`src/bfa_pkg.sv`:
```
// ----------------------------------------------------------------------------
// bfa_pkg - shared types and constants
// Operation codes, flag and beat structs, BCD adjust constants.
// ----------------------------------------------------------------------------
package bfa_pkg;

  typedef enum logic [3:0] {
    CMD_ADC  = 4'd0,
    CMD_SBC  = 4'd1,
    CMD_CMP  = 4'd2,
    CMD_ASL  = 4'd3,
    CMD_LSR  = 4'd4,
    CMD_ROL  = 4'd5,
    CMD_ROR  = 4'd6,
    CMD_BIT  = 4'd7,
    CMD_AND  = 4'd8,
    CMD_ORA  = 4'd9,
    CMD_EOR  = 4'd10,
    CMD_INC  = 4'd11,
    CMD_DEC  = 4'd12,
    CMD_LOAD = 4'd13
  } cmd_t;

  typedef struct packed {
    logic n;
    logic v;
    logic z;
    logic c;
  } flags_t;

  typedef struct packed {
    cmd_t       cmd;
    logic [7:0] a;
    logic [7:0] m;
    logic       c;
    logic       d;
    logic       n;
    logic       v;
    logic       z;
  } req_t;

  typedef struct packed {
    logic [7:0] result;
    flags_t     flags;
  } rsp_t;

  localparam logic [7:0] BCD_LIMIT  = 8'h99;
  localparam logic [7:0] BCD_FIX_LO = 8'h06;
  localparam logic [7:0] BCD_FIX_HI = 8'h60;
  localparam logic [3:0] NIBBLE_MAX = 4'd9;

endpackage

```
`src/bfa_core.sv`:
```
// ----------------------------------------------------------------------------
// bfa_core - ALU datapath
// Single-pass combinational result and flag logic for one beat.
// ----------------------------------------------------------------------------
module bfa_core (
  input  bfa_pkg::req_t req,
  output bfa_pkg::rsp_t rsp
);
  import bfa_pkg::*;

  logic [9:0]  sum;
  logic [4:0]  lo_sum;
  logic [9:0]  adc_adj1;
  logic [9:0]  adc_adj2;
  logic [9:0]  adc_nv;
  logic [15:0] diff;
  logic [15:0] sbc_adj1;
  logic [15:0] sbc_adj2;
  logic [15:0] sbc_fin;
  logic [8:0]  cmp_diff;
  logic [7:0]  res;
  flags_t      fl;

  // Add path: binary sum, then the two decimal corrections in order.
  assign sum      = {2'b00, req.a} + {2'b00, req.m} + {9'd0, req.c};
  assign lo_sum   = {1'b0, req.a[3:0]} + {1'b0, req.m[3:0]} + {4'd0, req.c};
  assign adc_adj1 = (lo_sum > {1'b0, NIBBLE_MAX}) ? sum + {2'b00, BCD_FIX_LO} : sum;
  assign adc_adj2 = (adc_adj1 > {2'b00, BCD_LIMIT}) ? adc_adj1 + {2'b00, BCD_FIX_HI}
                                                     : adc_adj1;
  assign adc_nv   = req.d ? adc_adj1 : sum;

  // Subtract path in 16 bits so wrapped values compare as the byte math does.
  assign diff     = {8'd0, req.a} - {8'd0, req.m} - {15'd0, ~req.c};
  assign sbc_adj1 = ({1'b0, req.a[3:0]} < ({1'b0, req.m[3:0]} + {4'd0, ~req.c}))
                    ? diff - {8'd0, BCD_FIX_LO} : diff;
  assign sbc_adj2 = (sbc_adj1 > {8'd0, BCD_LIMIT}) ? sbc_adj1 - {8'd0, BCD_FIX_HI}
                                                    : sbc_adj1;
  assign sbc_fin  = req.d ? sbc_adj2 : diff;

  assign cmp_diff = {1'b0, req.a} - {1'b0, req.m};

  always_comb begin
    res  = req.a;
    fl.n = req.n;
    fl.v = req.v;
    fl.z = req.z;
    fl.c = req.c;
    case (req.cmd)
      CMD_ADC: begin
        fl.z = (sum[7:0] == 8'd0);
        fl.n = adc_nv[7];
        fl.v = ~(req.a[7] ^ req.m[7]) & (req.a[7] ^ adc_nv[7]);
        if (req.d) begin
          fl.c = (adc_adj2 > {2'b00, BCD_LIMIT});
          res  = adc_adj2[7:0];
        end else begin
          fl.c = sum[8];
          res  = sum[7:0];
        end
      end
      CMD_SBC: begin
        fl.n = diff[7];
        fl.z = (diff[7:0] == 8'd0);
        fl.v = (req.a[7] ^ diff[7]) & (req.a[7] ^ req.m[7]);
        fl.c = (sbc_fin[15:8] == 8'd0);
        res  = sbc_fin[7:0];
      end
      CMD_CMP: begin
        fl.c = ~cmp_diff[8];
        fl.n = cmp_diff[7];
        fl.z = (cmp_diff[7:0] == 8'd0);
      end
      CMD_ASL: begin
        res  = {req.m[6:0], 1'b0};
        fl.c = req.m[7];
      end
      CMD_LSR: begin
        res  = {1'b0, req.m[7:1]};
        fl.c = req.m[0];
      end
      CMD_ROL: begin
        res  = {req.m[6:0], req.c};
        fl.c = req.m[7];
      end
      CMD_ROR: begin
        res  = {req.c, req.m[7:1]};
        fl.c = req.m[0];
      end
      CMD_BIT: begin
        fl.z = ((req.a & req.m) == 8'd0);
        fl.n = req.m[7];
        fl.v = req.m[6];
      end
      CMD_AND:  res = req.a & req.m;
      CMD_ORA:  res = req.a | req.m;
      CMD_EOR:  res = req.a ^ req.m;
      CMD_INC:  res = req.m + 8'd1;
      CMD_DEC:  res = req.m - 8'd1;
      CMD_LOAD: res = req.m;
      default:  res = req.a;
    endcase
    // Shifts, logic ops, inc, dec and load set N and Z from the result.
    if ((req.cmd == CMD_ASL) || (req.cmd == CMD_LSR) || (req.cmd == CMD_ROL) ||
        (req.cmd == CMD_ROR) || (req.cmd == CMD_AND) || (req.cmd == CMD_ORA) ||
        (req.cmd == CMD_EOR) || (req.cmd == CMD_INC) || (req.cmd == CMD_DEC) ||
        (req.cmd == CMD_LOAD)) begin
      fl.n = res[7];
      fl.z = (res == 8'd0);
    end
  end

  assign rsp.result = res;
  assign rsp.flags  = fl;

endmodule

```
`src/bcd_flag_alu_8bit.sv`:
```
// ----------------------------------------------------------------------------
// bcd_flag_alu_8bit - 8-bit ALU with N, V, Z, C flags and BCD add/subtract
// Input register, single-pass datapath, result register.
// ----------------------------------------------------------------------------
// A beat enters when start is high and busy is low; busy is high only while
// rst is asserted, so a new beat can enter on every clock. Each beat is
// captured in the input register, runs through the datapath (bfa_core) and
// lands in the result register. The result is shown for exactly one cycle
// with done high, starting when the result register is loaded. The receiver
// cannot stall: a result not taken in that cycle may be overwritten by the
// next beat. Flags an operation does not touch come back as they went in.
// Unused command codes return accum_in and all flags unchanged. There is no
// configuration and no state beyond the two pipeline registers.
// ----------------------------------------------------------------------------
module bcd_flag_alu_8bit (
  input  logic       clk,
  input  logic       rst,
  input  logic       start,
  output logic       busy,
  input  logic [3:0] command,
  input  logic [7:0] accum_in,
  input  logic [7:0] operand,
  input  logic       carry_in,
  input  logic       decimal_in,
  input  logic       negative_in,
  input  logic       overflow_in,
  input  logic       zero_in,
  output logic       done,
  output logic [7:0] result,
  output logic       negative_out,
  output logic       overflow_out,
  output logic       zero_out,
  output logic       carry_out
);
  import bfa_pkg::*;

  req_t req;        // input register payload
  logic req_valid;  // input register holds a beat
  rsp_t rsp_next;   // datapath output
  rsp_t rsp;        // result register payload
  logic accept;

  // Hold off beats only while reset clears the pipeline.
  assign busy   = rst;
  assign accept = start & ~busy;

  // Capture the incoming beat; payload needs no reset.
  always_ff @(posedge clk) begin
    if (accept) begin
      req.cmd <= cmd_t'(command);
      req.a   <= accum_in;
      req.m   <= operand;
      req.c   <= carry_in;
      req.d   <= decimal_in;
      req.n   <= negative_in;
      req.v   <= overflow_in;
      req.z   <= zero_in;
    end
  end

  always_ff @(posedge clk) begin
    if (rst) begin
      req_valid <= 1'b0;
    end else begin
      req_valid <= accept;
    end
  end

  bfa_core u_core (
    .req (req),
    .rsp (rsp_next)
  );

  // Advance the result into the output register; done strobes for one cycle.
  always_ff @(posedge clk) begin
    if (req_valid) begin
      rsp <= rsp_next;
    end
  end

  always_ff @(posedge clk) begin
    if (rst) begin
      done <= 1'b0;
    end else begin
      done <= req_valid;
    end
  end

  assign result       = rsp.result;
  assign negative_out = rsp.flags.n;
  assign overflow_out = rsp.flags.v;
  assign zero_out     = rsp.flags.z;
  assign carry_out    = rsp.flags.c;

endmodule

```
`config.mk`:
```
export PLATFORM = sky130hd
export DESIGN_NAME = bcd_flag_alu_8bit
export DESIGN_NICKNAME = d
export VERILOG_FILES = /design/src/bfa_pkg.sv /design/src/bfa_core.sv /design/src/bcd_flag_alu_8bit.sv
export SDC_FILE = /design/constraint.sdc
export NUM_CORES = 1
export LEC_CHECK = 0
export BUFFER_PORTS_ARGS = -buffer_cell sky130_fd_sc_hd__buf_4
export CORE_ASPECT_RATIO = 0.9
export CORE_UTILIZATION = 42
export DETAILED_ROUTE_END_ITERATION = 12
export PLACE_DENSITY = 0.7
export SLEW_MARGIN = 20
export SYNTH_ARGS = -nofsm -noshare
export SYNTH_HDL_FRONTEND = slang
export SYNTH_SLANG_ARGS = --single-unit
```
`constraint.sdc`:
```
create_clock -name clk -period 13.5 [get_ports clk]
set_clock_uncertainty 0.2 [all_clocks]
set_input_delay 1.35 -clock clk [delete_from_list [all_inputs] [get_ports clk]]
set_output_delay 1.35 -clock clk [all_outputs]
set_load 0.02 [all_outputs]
```
**Word-level counts from Yosys, hierarchy flattened**

Cells that the tools add are included.

- Register bits: 39
- Bits in latches: 0
- Memory bits (writable): 0
- Bits in read-only memories: 0
- Input bits: 28
- Output and inout bits: 14
- Logic and storage cells: 93
- Memories kept: 0

- Add/subtract/negate cells: 14
- Multipliers: 0
- Div/mod/pow operators: 0
- Magnitude comparators: 5
- Equality and inequality tests: 13
- Shifts and indexed selects: 0
- Mux-type cells: 15
- Bitwise gates (word level): 13
- Reductions and logical operators: 18

Operators with widths:

| kind | number |
|---|---|
| 8-bit one-hot mux with 12 select lines | 1 |
| 8-bit zero test | 6 |
| 16-bit two-way mux | 3 |
| 4-bit == test, second input constant | 6 |
| 10-bit by 8-bit > comparator with 1-bit output, second input constant | 2 |
| 10-bit two-way mux | 2 |
| 8-bit by 8-bit subtractor with 9-bit output | 2 |
| 4-bit by 3-bit == test with 1-bit output, second input constant | 4 |
| 16-bit by 8-bit > comparator with 1-bit output, second input constant | 1 |
| 8-bit two-way mux | 2 |
| 16-bit by 1-bit subtractor with 16-bit output | 1 |
| 16-bit by 3-bit subtractor with 16-bit output, second input constant | 1 |
| 16-bit by 7-bit subtractor with 16-bit output, second input constant | 1 |
| 10-bit by 3-bit adder with 10-bit output, second input constant | 1 |
| 10-bit by 7-bit adder with 10-bit output, second input constant | 1 |
| 9-bit by 1-bit adder with 10-bit output | 1 |
| 8-bit by 8-bit adder with 9-bit output | 1 |
| 1-bit logical OR | 9 |
| 8-bit by 1-bit adder with 8-bit output, second input constant | 1 |
| 8-bit AND | 1 |
| 4-bit by 2-bit == test with 1-bit output, second input constant | 2 |
| 8-bit bitwise OR | 1 |
| 1-bit one-hot mux with 4 select lines | 2 |
| 8-bit by 1-bit subtractor with 8-bit output, second input constant | 1 |
| other kinds (15) | 25 |

**Logic depth before layout (Yosys ltp)**

Gate-level depths: netlist (run 1).

- Word-level depth: 11
- Gate-level depth with buffers: 18
- Depth with buffers taken out: 18

**Hierarchy**

A second synthesis (run 1) with hierarchy kept.

- Cells, all modules: 609
- Area total of the unflattened synthesis: 5151.2 µm²

Modules (own cells, without submodules):

| module | instances | cells an instance | area each (µm²) | sequential area each (µm²) |
|---|---|---|---|---|
| bfa_core | 1 | 566 | 3973.8 | 0.0 |
| bcd_flag_alu_8bit | 1 | 43 | 1177.4 | 1151.1 |

**Worst setup path after synthesis (run 1)**

OpenSTA, ideal clock, no wires.

- Path type: reg-to-reg
- Start: register req[5] (netlist name)
- End: register rsp, in the netlist negative_out (data pin)
- Library setup time: 0.257 ns
- Arrival: 3.996 ns
- Required time: 13.043 ns
- Setup slack: 9.047 ns
- Cell stages (with the launch flop): 16
- Path buffers: 1
- Clock period less this slack: 4.453 ns
- Path through: edfxtp_1 fa_1 inv_1 fa_1 ha_1 a32o_1 o21ai_1 and4b_1 buf_2 xnor2_1 ha_1 o31ai_1 a221oi_1 a21oi_1 o32a_1 a32o_1

RTL lines:

| element | RTL line | text |
|---|---|---|
| end signal: assignment | bcd_flag_alu_8bit.sv:77 | `rsp <= rsp_next;` |
| end: declaration | bcd_flag_alu_8bit.sv:40 | `rsp_t rsp;` |

==> reports/qor.csv, run 1 <==
stage,metric,value,unit
global_route,grt_use_total,25.4,%
global_route,grt_overflow_total,0,
yosys,synth_enable_flop_cells,37,
finish,multi_input_area,0.00340,mm^2
clock_tree,cts.htree.levels,2,
clock_tree,cts-resized-gates,0,
power_and_ir_drop,seqPwrFrac,24.7,%
routing,via_per_inst,6.31,
run_status,outcome,completed,
yosys,netlist_instances,579,
sta,hold_violations,0,
clock_tree,postCtsSetupBuffers,0,
yosys,syn_area_per_cell,8.28,um^2
worst_setup_path,start_kind,register,
placement,post-place-cells,751,
worst_setup_path,reg2reg_from,req[5]$_DFFE_PP_,
worst_setup_path,crit_chain,fa_1 > inv_1 > fa_1 > xor2_1 > ha_1 > nand2_1 > a32o_1 > o21ai_1 > and4b_1 > xnor2_1 > ha_1 > o31ai_1 > a221oi_1 > a21oi_1 > o32a_1 > o41ai_2,
global_route,gr-usage-met1,35.6,%
yosys,ys.flop_type,edfxtp_1,
sta,relSlewSlack,51.5,%
hold_path,hold_path_class,register to register,
sta,setup_viol_count_final,0,
worst_setup_path,cp.required,13390,ps
floorplanning,initial_core_util,43.8,%
yosys,synth_area_leaders,"edfxtp_1 (23%), ha_1 (11%), a21oi_1 (5.1%)",
sta,fmax,194,MHz
finish,drive_above_1_share,13.8,%
worst_setup_path,criticalPathCategory,register to register,
finish,fillerInstances,1029,
floorplanning,dieWidth,115,um
floorplanning,die_y,103,um
global_route,grt_max_degree,41,
worst_setup_path,startpoint,req[5]$_DFFE_PP_,
yosys,synth_top_area_share,23.2,%
routing,ant_nets,0,
floorplanning,core_region_area,0.0109,mm^2
flow_run,max-cap-violations,0,
sta,setup_tns,0,ps
placement,dp_hpwl,11.3,mm
routing,wirelength,14.6,mm
power_and_ir_drop,intPower,362,uW
worst_setup_path,crit_path_end_kind,register,
power_and_ir_drop,p_sw,264,uW
clock_tree,cts_tree,done,
yosys,synth_nets,653,
yosys,synth_most_common_cell,nor2_1,
yosys,synthTopCellsByCount,"nor2_1 (63), a21oi_1 (49), nand2_1 (49)",
global_route,grt-busiest-layer,met2,
yosys,ys_seq_elements,39,
worst_setup_path,critPathMaxStageDelay,650,ps
clock_tree,root_buffer,clkbuf_16,
finish,area_growth,12.7,%
floorplanning,io_pins,42,
worst_setup_path,slowest_stage,edfxtp_1,
clock_tree,insertion_delay,290,ps
clock_tree,cts_buffers,5,
routing,drc_errors,0,
power_and_ir_drop,power_frac_clock,22.2,%
yosys,yosys.area.top_type,edfxtp_1,
global_route,grt_pass1_vias,4429,
hold_path,hp-start,req[1]$_DFFE_PP_,
finish,fin_cells,759,
clock_tree,clk_pin_slew_worst_paths,70,ps
sta,rsz0062_at_grt,false,
sta,worst_pin_slew,722,ps
global_route,use_met3,3.61,%
worst_setup_path,worst-path-max-fanout,11,
finish,layout.nets,680,
clock_tree,clk_path_buf_depth,2,
routing,first_iter_violations,555,
floorplanning,row_count,36,
yosys,synth_cell_type_count,82,
routing,drt_pre_antenna_iters,5,
finish,num_antenna_cells,0,
global_route,global_route.usage.met2,39.9,%
power_and_ir_drop,swShare,42.2,%
power_and_ir_drop,pwr_density_cell,116,mW/mm^2
global_route,grt_pass1_wl,23.1,mm
yosys,synth-seq-area-share,24.0,%
routing,wire_per_inst,19.3,um
yosys,synth_area,0.00479,mm^2
clock_tree,post_cts_hold_buffer_count,0,
power_and_ir_drop,vdd_drop_max,0.0000560,V
finish,final-seq-area,0.00115,mm^2
sta,min_period_over_period,38.2,%
routing,num_vias,4789,
yosys,ys_warn_count,0,
sta,drv_slew,0,
worst_setup_path,worstPathArrival,5050,ps
power_and_ir_drop,power_leakage,2.14,nW
global_route,antenna_found_initial,0,
clock_tree,cts.sinks,39,
floorplanning,dieArea,0.0118,mm^2
placement,place_congestion,0.911,
placement,numPortBuffers,41,
yosys,synthArstFlopShare,0,%
sta,period_minus_slack,5150,ps
power_and_ir_drop,p_comb_share,53.0,%
==> logic make-up (layout without fill, tap and decap cells) <==
family	Yosys count	in the layout	share of synthesized area, %
adder cells (fa/ha/maj)	46	46	12.6
AND/OR/NAND/NOR	196	196	21.0
XOR/XNOR	42	42	9.42
buffers and inverters	63	91	5.30
flip-flops	39	39	24.0
multiplexers	5	5	1.04
AO/OA/AOI/OAI	188	188	26.5
==> power groups by stage <==
stage               combinational [mW]  sequential [mW]  clock (mW)
finish                           0.332            0.155       0.139
CTS                              0.325            0.155       0.140
detailed placement               0.324            0.157           0
global route                     0.362            0.156       0.143
global placement                 0.315            0.157           0
floorplan                        0.244            0.158           0
==> layer usage <==
layer / share of wire, % / vias to the layer above / wire [um]
met5: 0 / - / 0
met3: 8.7 / 47 / 1270
met2: 44 / 267 / 6470
li1: - / 2204 / -
met4: 3.1 / 0 / 459
met1: 44 / 2271 / 6420
==> per-stage QoR <==
| step | total power [mW] | instance area [um^2] | utilization, % | worst slack [ps] | hold slack (ps) |
|---|---|---|---|---|---|
| after CTS | 0.619 | 5400 | 49.3 | 8440 | 419 |
| final | 0.626 | 5400 | 49.3 | 8350 | 431 |
| after global routing | 0.662 | 5400 | 49.3 | 8000 | 479 |
| after detailed placement | 0.481 | 5230 | 47.7 | 8470 | 402 |
| after global placement | 0.472 | 5220 | 47.7 | 8600 | 415 |
| after floorplan | 0.402 | 4790 | - | 9050 | 342 |
==> flip-flops by register name, indices dropped and copies added (netlist names) <==
register and count:
overflow_out 1, req 25, zero_out 1, carry_out 1
done 1, negative_out 1, req_valid 1, result 8
==> placed cells by master (no fill, tap or decap), types with 4 or more instances in the layout <==
cell / count
or3_1: 7
nor4_1: 5
nor2b_1: 6
clkbuf_16: 5
a211oi_1: 9
a31oi_1: 10
nand2_1: 49
buf_4: 47
nor3_1: 14
a21oi_1: 49
o21bai_1: 6
nor3_2: 4
ha_1: 42
fa_1: 4
xnor2_1: 27
o21ai_1: 5
o31ai_1: 7
edfxtp_1: 37
o21a_1: 7
nand2b_1: 4
o21ai_0: 33
inv_1: 32
a21o_1: 5
nor2_1: 63
o22ai_1: 7
a221oi_1: 4
mux2i_1: 5
xor2_1: 7
nand3_1: 13
o221ai_1: 7
==> area by class of cell <==
type	instances	area share [%]
clock inverters	3	0.857
repair buffers	47	6.53
clock buffers	5	2.32
multi-input cells	477	63.0
inverters	36	2.50
flip-flops and latches	39	21.3
well taps	152	3.52
==> critical path, delay by kind of cell (launching register included) <==
family / cells / cell delay (ps)
AO/OA/AOI/OAI: 7 / 1750
flip-flops: 1 / 650
buffers and inverters: 1 / 70
XOR/XNOR: 2 / 620
adder cells (fa/ha/maj): 4 / 1230
AND/OR/NAND/NOR: 2 / 440
==> path summary, 6_finish.rpt <==
kind	to	slack, ps	depth (start not counted)
setup / recovery	zero_out$_DFFE_PP_	8350	16
hold reg to reg	overflow_out$_DFFE_PP_	430	2
hold / removal	overflow_out$_DFFE_PP_	430	2
setup reg to reg	zero_out$_DFFE_PP_	8350	16
Power figures use the tool's default switching activity.
==> run 2: changes to the inputs <==
PLACE_DENSITY = 0.72   (was 0.7)
clock period = 4.7 ns   (was 13.5 ns; I/O delays follow)
==> run 2 against run 1 <==
  * Sequential power grew to 2.8 times the previous value
  * Register-to-register slack got worse by 8200 ps
  * Fmax increased by 13%
  * Utilization up 3.2 points
  * Routed wire length rose by 6.4%
  * Power increased to 3.1 times the previous value
  * Combinational power rose to 3.3 times the previous value
  * Cell count is 4.6% higher
==> reports/qor.csv, run 2 (synthesis gave the netlist of run 1 again) <==
stage,metric,value,unit,change
floorplanning,dieArea,0.0118,mm^2,unchanged
placement,place_area,0.00542,mm^2,+3.6%
sta,worst_pin_slew,1100,ps,+374 ps
finish,top_register,req,,
global_route,grt_pass1_wl,24.6,mm,+6.4%
clock_tree,cts.sinks,39,,unchanged
sta,fin_hold_ws,160,ps,-271 ps
placement,dp_hpwl,12.0,mm,+6.0%
power_and_ir_drop,vdd_drop_max,0.000182,V,+230%
routing,num_vias,4903,,+2.4%
worst_setup_path,worst-path-max-fanout,4,,-7
global_route,grt_max_degree,40,,-2.4%
routing,ant_nets,0,,unchanged
hold_path,hold_path_class,input pin to register,,
clock_tree,cts_tree,done,,
floorplanning,io_pins,42,,unchanged
floorplanning,row_count,36,,unchanged
sta,relSlewSlack,26.2,%,-25 points
run_status,outcome,completed,,
worst_setup_path,cp.required,4600,ps,-8790 ps
routing,via_per_inst,6.18,,-2.1%
global_route,grt_overflow_total,0,,unchanged
finish,fillerInstances,1026,,-0.29%
routing,wirelength,15.5,mm,+6.4%
clock_tree,clk_pin_slew_worst_paths,60,ps,about the same
clock_tree,root_buffer,clkbuf_16,,
routing,wire_per_inst,19.6,um,+1.7%
global_route,antenna_found_initial,0,,unchanged
clock_tree,cts_buffers,5,,unchanged
global_route,grt_use_total,26.9,%,+1.5 points
sta,fmax,220,MHz,+13%
sta,setup_slack,153,ps,-8190 ps
sta,setup_viol_count_final,0,,unchanged
clock_tree,cts.htree.levels,2,,unchanged
finish,final_cell_area,0.00575,mm^2,+6.5%
sta,period_minus_slack,4550,ps,-607 ps
flow_run,max-cap-violations,0,,unchanged
finish,final_cell_mix,"buf_4 (82), nor2_1 (62), a21oi_1 (49), nand2_1 (49)",,
finish,drive_above_1_share,21.5,%,+7.7 points
routing,first_iter_violations,531,,-4.3%
finish,layout.nets,715,,+5.1%
sta,hold_violations,0,,unchanged
worst_setup_path,criticalPathCategory,register to register,,
worst_setup_path,crit_path_end_kind,register,,
clock_tree,insertion_delay,280,ps,about the same
routing,drt_pre_antenna_iters,6,,+1
floorplanning,core_region_area,0.0109,mm^2,unchanged
placement,numPortBuffers,41,,unchanged
finish,largest_reg_flops,25,,unchanged
finish,area_growth,20.0,%,
global_route,grt_pass1_vias,4656,,+5.1%
sta,setup_tns,0,ps,unchanged
clock_tree,post_cts_hold_buffer_count,0,,unchanged
sta,min_period_over_period,96.7,%,+59 points
floorplanning,initial_core_util,43.8,%,unchanged
finish,final_common_cell,buf_4,,
worst_setup_path,start_kind,register,,
floorplanning,die_y,103,um,unchanged
sta,drv_slew,0,,unchanged
power_and_ir_drop,pwr_density_cell,336,mW/mm^2,+190%
worst_setup_path,worstPathArrival,4440,ps,-610 ps
placement,pre_cts_ws,-49.6,ps,-8520 ps
power_and_ir_drop,power_leakage,2.33,nW,+8.4%
floorplanning,dieWidth,115,um,unchanged
routing,drc_errors,0,,unchanged
finish,num_antenna_cells,0,,unchanged
placement,place_congestion,0.980,,+7.6%
clock_tree,clk_path_buf_depth,2,,unchanged
==> run 2: cell count changes in the layout (fill, tap and decap cells not counted), sizes merged <==
cell      previous run  this run
inv                 35        34
buf                 47        82
clkinv               2         4
clkinvlp             1         0
==> run 2: where the power goes <==
part	internal, mW	switching (mW)
logic	0.458	0.644
clock network	0.251	0.145
registers	0.415	0.0225
==> run 2: routing by layer <==
metal	routed length (um)	track usage (%)	vias up	share of wire [%]
met1	6650	36.4	2309	43
met4	457	8.89	0	2.9
met3	1400	4.08	48	9.0
met2	7040	44.5	278	45
met5	0	0	-	0
li1	-	-	2268	-
==> run 2: worst paths after layout <==
check                     from  slack (ps)  depth (start not counted)                      to
max          req[13]$_DFFE_PP_         150                         17      zero_out$_DFFE_PP_
min                 command[1]         160                          1       req[22]$_DFFE_PP_
max reg2reg  req[13]$_DFFE_PP_         150                         17      zero_out$_DFFE_PP_
min reg2reg   req[1]$_DFFE_PP_         390                          2  overflow_out$_DFFE_PP_
==> run 2: layout make-up <==
| cell class | count | area [um^2] | share of cell area [%] |
|---|---|---|---|
| clock inverters | 3 | 43.8 | 0.761 |
| repair buffers | 82 | 616 | 10.7 |
| inverters | 36 | 135 | 2.35 |
| flip-flops and latches | 39 | 1150 | 20.0 |
| multi-input cells | 477 | 3490 | 60.7 |
| well taps | 152 | 190 | 3.31 |
| clock buffers | 5 | 125 | 2.17 |
==> run 2: repair_timing <==
item / CTS / global route
pin swaps: 0 / 9
setup endpoints to repair: 2 / 5
resized for setup: 2 / 19
buffers inserted: 0 / 9
==> run 2: stage by stage <==
step / power, mW / std cells / utilization (%)
after CTS: 1.85 / 785 / 51.1
after global placement: 1.42 / 777 / 49.5
final: 1.94 / 794 / 52.6
after global routing: 2.05 / 794 / 52.6
after floorplan: 1.15 / 579 / -
after detailed placement: 1.44 / 777 / 49.5
==> run 2: critical path, stage by stage, from the launching register on <==
cell	delay, ps
edfxtp_1	460
inv_1	120
ha_1	190
inv_1	70
fa_2	580
inv_1	90
ha_4	170
xnor2_2	160
inv_1	70
ha_2	330
o22ai_1	90
a221o_1	370
buf_4	150
and4b_1	200
o31ai_4	280
a211oi_2	120
o32a_1	400
o41ai_2	310
==> run 3: changes to the inputs <==
REMOVE_ABC_BUFFERS = 1   (was default)
==> run 3 against run 2 <==
  * Utilization shrank 0.21 points
  * Flip-flop and latch count stayed put
  * Via count fell by 1.2%
  * First-iteration DRC count up 32%
  * Worst setup slack gained 0.90 ps
  * Cell count unchanged
  * Design area fell by 0.39%
  * Sequential power hardly changed
  * Critical endpoint is now negative_out$_DFFE_PP_
  * Highest routed layer unchanged
==> reports/qor.csv, run 3 (synthesis gave the netlist of run 1 again) <==
stage,metric,value,unit,change
routing,wl_met1,6.35,mm,-4.5%
floorplanning,die_y,103,um,unchanged
power_and_ir_drop,p_comb_share,58.4,%,+1.4 points
power_and_ir_drop,seqPwrFrac,23.7,%,+1.1 points
finish,area_growth,19.6,%,
floorplanning,row_count,36,,unchanged
worst_setup_path,worstPathArrival,4380,ps,-60 ps
power_and_ir_drop,swShare,42.5,%,+0.53 points
finish,drive_above_1_share,21.7,%,+0.16 points
worst_setup_path,start_kind,register,,
placement,place_area,0.00544,mm^2,+0.42%
global_route,grt_overflow_total,0,,unchanged
clock_tree,cts_tree,done,,
routing,wirelength,15.2,mm,-2.5%
floorplanning,dieWidth,115,um,unchanged
sta,rsz0062_at_grt,true,,
global_route,antenna_found_initial,0,,unchanged
routing,ant_nets,0,,unchanged
worst_setup_path,cp.required,4540,ps,-60 ps
routing,via_per_inst,6.10,,-1.2%
floorplanning,io_pins,42,,unchanged
worst_setup_path,critPathMaxStageDelay,500,ps,-80 ps
sta,hold_violations,0,,unchanged
finish,layout.nets,715,,unchanged
flow_run,max-cap-violations,0,,unchanged
global_route,grt_pass1_wl,23.6,mm,-4.3%
power_and_ir_drop,p_sw,785,uW,-3.3%
hold_path,hold_path_class,input pin to register,,
worst_setup_path,slowest_stage,fa_2,,
worst_setup_path,criticalPathCategory,register to register,,
hold_path,min_path_cells,1,,unchanged
sta,relSlewSlack,52.6,%,+26 points
run_status,outcome,completed,,
routing,dr_wl_met2,7.23,mm,+2.6%
clock_tree,clk_pin_slew_worst_paths,60,ps,about the same
routing,highest_layer,met4,,
clock_tree,post_cts_hold_buffer_count,0,,unchanged
clock_tree,clk_path_buf_depth,2,,unchanged
global_route,grt_pass1_vias,4452,,-4.4%
power_and_ir_drop,power,1.85,mW,-4.5%
routing,drt_pre_antenna_iters,5,,-1
routing,wire_per_inst,19.1,um,-2.5%
floorplanning,dieArea,0.0118,mm^2,unchanged
clock_tree,root_buffer,clkbuf_16,,
routing,drc_errors,0,,unchanged
placement,numPortBuffers,41,,unchanged
power_and_ir_drop,power_frac_clock,18.0,%,-2.4 points
worst_setup_path,crit_chain,fa_2 > inv_1 > fa_2 > ha_1 > a32o_1 > o21ai_2 > and4b_2 > xnor2_1 > ha_2 > o31ai_1 > a221oi_2 > a21oi_1 > o32a_1 > a32o_1,,
floorplanning,initial_core_util,43.8,%,unchanged
clock_tree,insertion_delay,290,ps,about the same
sta,fin_hold_ws,155,ps,-5.27 ps
clock_tree,cts.sinks,39,,unchanged
power_and_ir_drop,power_leakage,2.32,nW,-0.40%
placement,dp_hpwl,11.8,mm,-1.2%
global_route,grt_use_total,25.9,%,-1.1 points
sta,fmax,220,MHz,about the same
global_route,grt_max_degree,40,,unchanged
finish,num_antenna_cells,0,,unchanged
power_and_ir_drop,vdd_drop_max,0.000153,V,-16%
finish,fillerInstances,1034,,+0.78%
finish,final-seq-area,0.00115,mm^2,unchanged
finish,final_common_cell,buf_4,,
worst_setup_path,worst-path-max-fanout,7,,+3
routing,wl_met3,1.28,mm,-8.9%
power_and_ir_drop,pwr_density_cell,322,mW/mm^2,-4.1%
sta,setup_viol_count_final,0,,unchanged
finish,multi_input_area,0.00349,mm^2,about the same
clock_tree,cts_buffers,5,,unchanged
finish,top_register,req,,
routing,num_vias,4845,,-1.2%
finish,largest_reg_flops,25,,unchanged
power_and_ir_drop,intPower,1.06,mW,-5.4%
sta,drv_slew,0,,unchanged
worst_setup_path,reg2reg_depth,14,,-3
floorplanning,core_region_area,0.0109,mm^2,unchanged
routing,first_iter_violations,699,,+32%
sta,period_minus_slack,4550,ps,-0.895 ps
sta,min_period_over_period,96.7,%,about the same
finish,final_cell_area,0.00573,mm^2,-0.39%
sta,worst_pin_slew,711,ps,-386 ps
finish,final_cell_mix,"buf_4 (81), nor2_1 (62), a21oi_1 (49), nand2_1 (48), ha_1 (39)",,
clock_tree,cts.htree.levels,2,,unchanged
worst_setup_path,crit_path_end_kind,register,,
placement,place_congestion,0.938,,-4.3%
[run 3: cell types whose count changed in the layout (fill, tap and decap cells not counted), sizes merged]
cell | previous run | this run
bufinv | 1 | 0
clkbuf | 5 | 6
clkinv | 4 | 3
clkinvlp | 0 | 1
[run 3: worst max-delay path: cells and delay by family (launching register included)]
| family | cells | cell delay (ps) |
|---|---|---|
| buffers and inverters | 1 | 90 |
| XOR/XNOR | 1 | 170 |
| AO/OA/AOI/OAI | 7 | 1580 |
| AND/OR/NAND/NOR | 1 | 330 |
| flip-flops | 1 | 470 |
| adder cells (fa/ha/maj) | 4 | 1450 |
[run 3: final timing paths]
kind | start | to | slack [ps]
worst max-delay path | req[13]$_DFFE_PP_ | negative_out$_DFFE_PP_ | 150
worst min-delay path | operand[4] | req[9]$_DFFE_PP_ | 160
worst max register to register | req[13]$_DFFE_PP_ | negative_out$_DFFE_PP_ | 150
worst min register to register | req[1]$_DFFE_PP_ | overflow_out$_DFFE_PP_ | 390
[run 3: repair_timing]
action / CTS / global route
gates cloned: 0 / 0
pin swaps: 0 / 7
gates resized for setup: 2 / 22
endpoints found under the setup margin: 2 / 4
setup buffers: 0 / 6
[run 3: final cells by class]
cell class / instances / share of cell area [%]
Multi-Input combinational cell: 477 / 61.0
Sequential cell: 39 / 20.1
Timing Repair Buffer: 82 / 10.8
Tap cell: 152 / 3.32
Inverter: 36 / 2.36
Clock buffer: 6 / 2.25
Clock inverter: 2 / 0.218
[run 3: metrics by stage]
step / worst slack, ps / TNS, ps / utilization [%] / cells
detailed placement: -78.5 / -131 / 49.7 / 780
global route: -22.3 / -29.9 / 52.4 / 794
CTS: 8.25 / 0 / 51.0 / 788
finish: 154 / 0 / 52.4 / 794
floorplan: 247 / 0 / - / 552
global placement: 107 / 0 / 49.7 / 780
[run 3: power by group through the flow]
stage,logic (mW),clock network (mW),registers [mW]
3_5_place_dp,0.999,0,0.444
4_1_cts,1.01,0.334,0.437
5_1_grt,1.18,0.342,0.441
6_report,1.08,0.332,0.438
2_1_floorplan,0.671,0,0.471
3_3_place_gp,0.979,0,0.443
[run 3: layer usage]
layer	global-route usage, %	up-vias
met1	34.6	2294
met5	0	-
met3	4.55	39
met2	44.2	245
met4	4.90	0
li1	-	2267
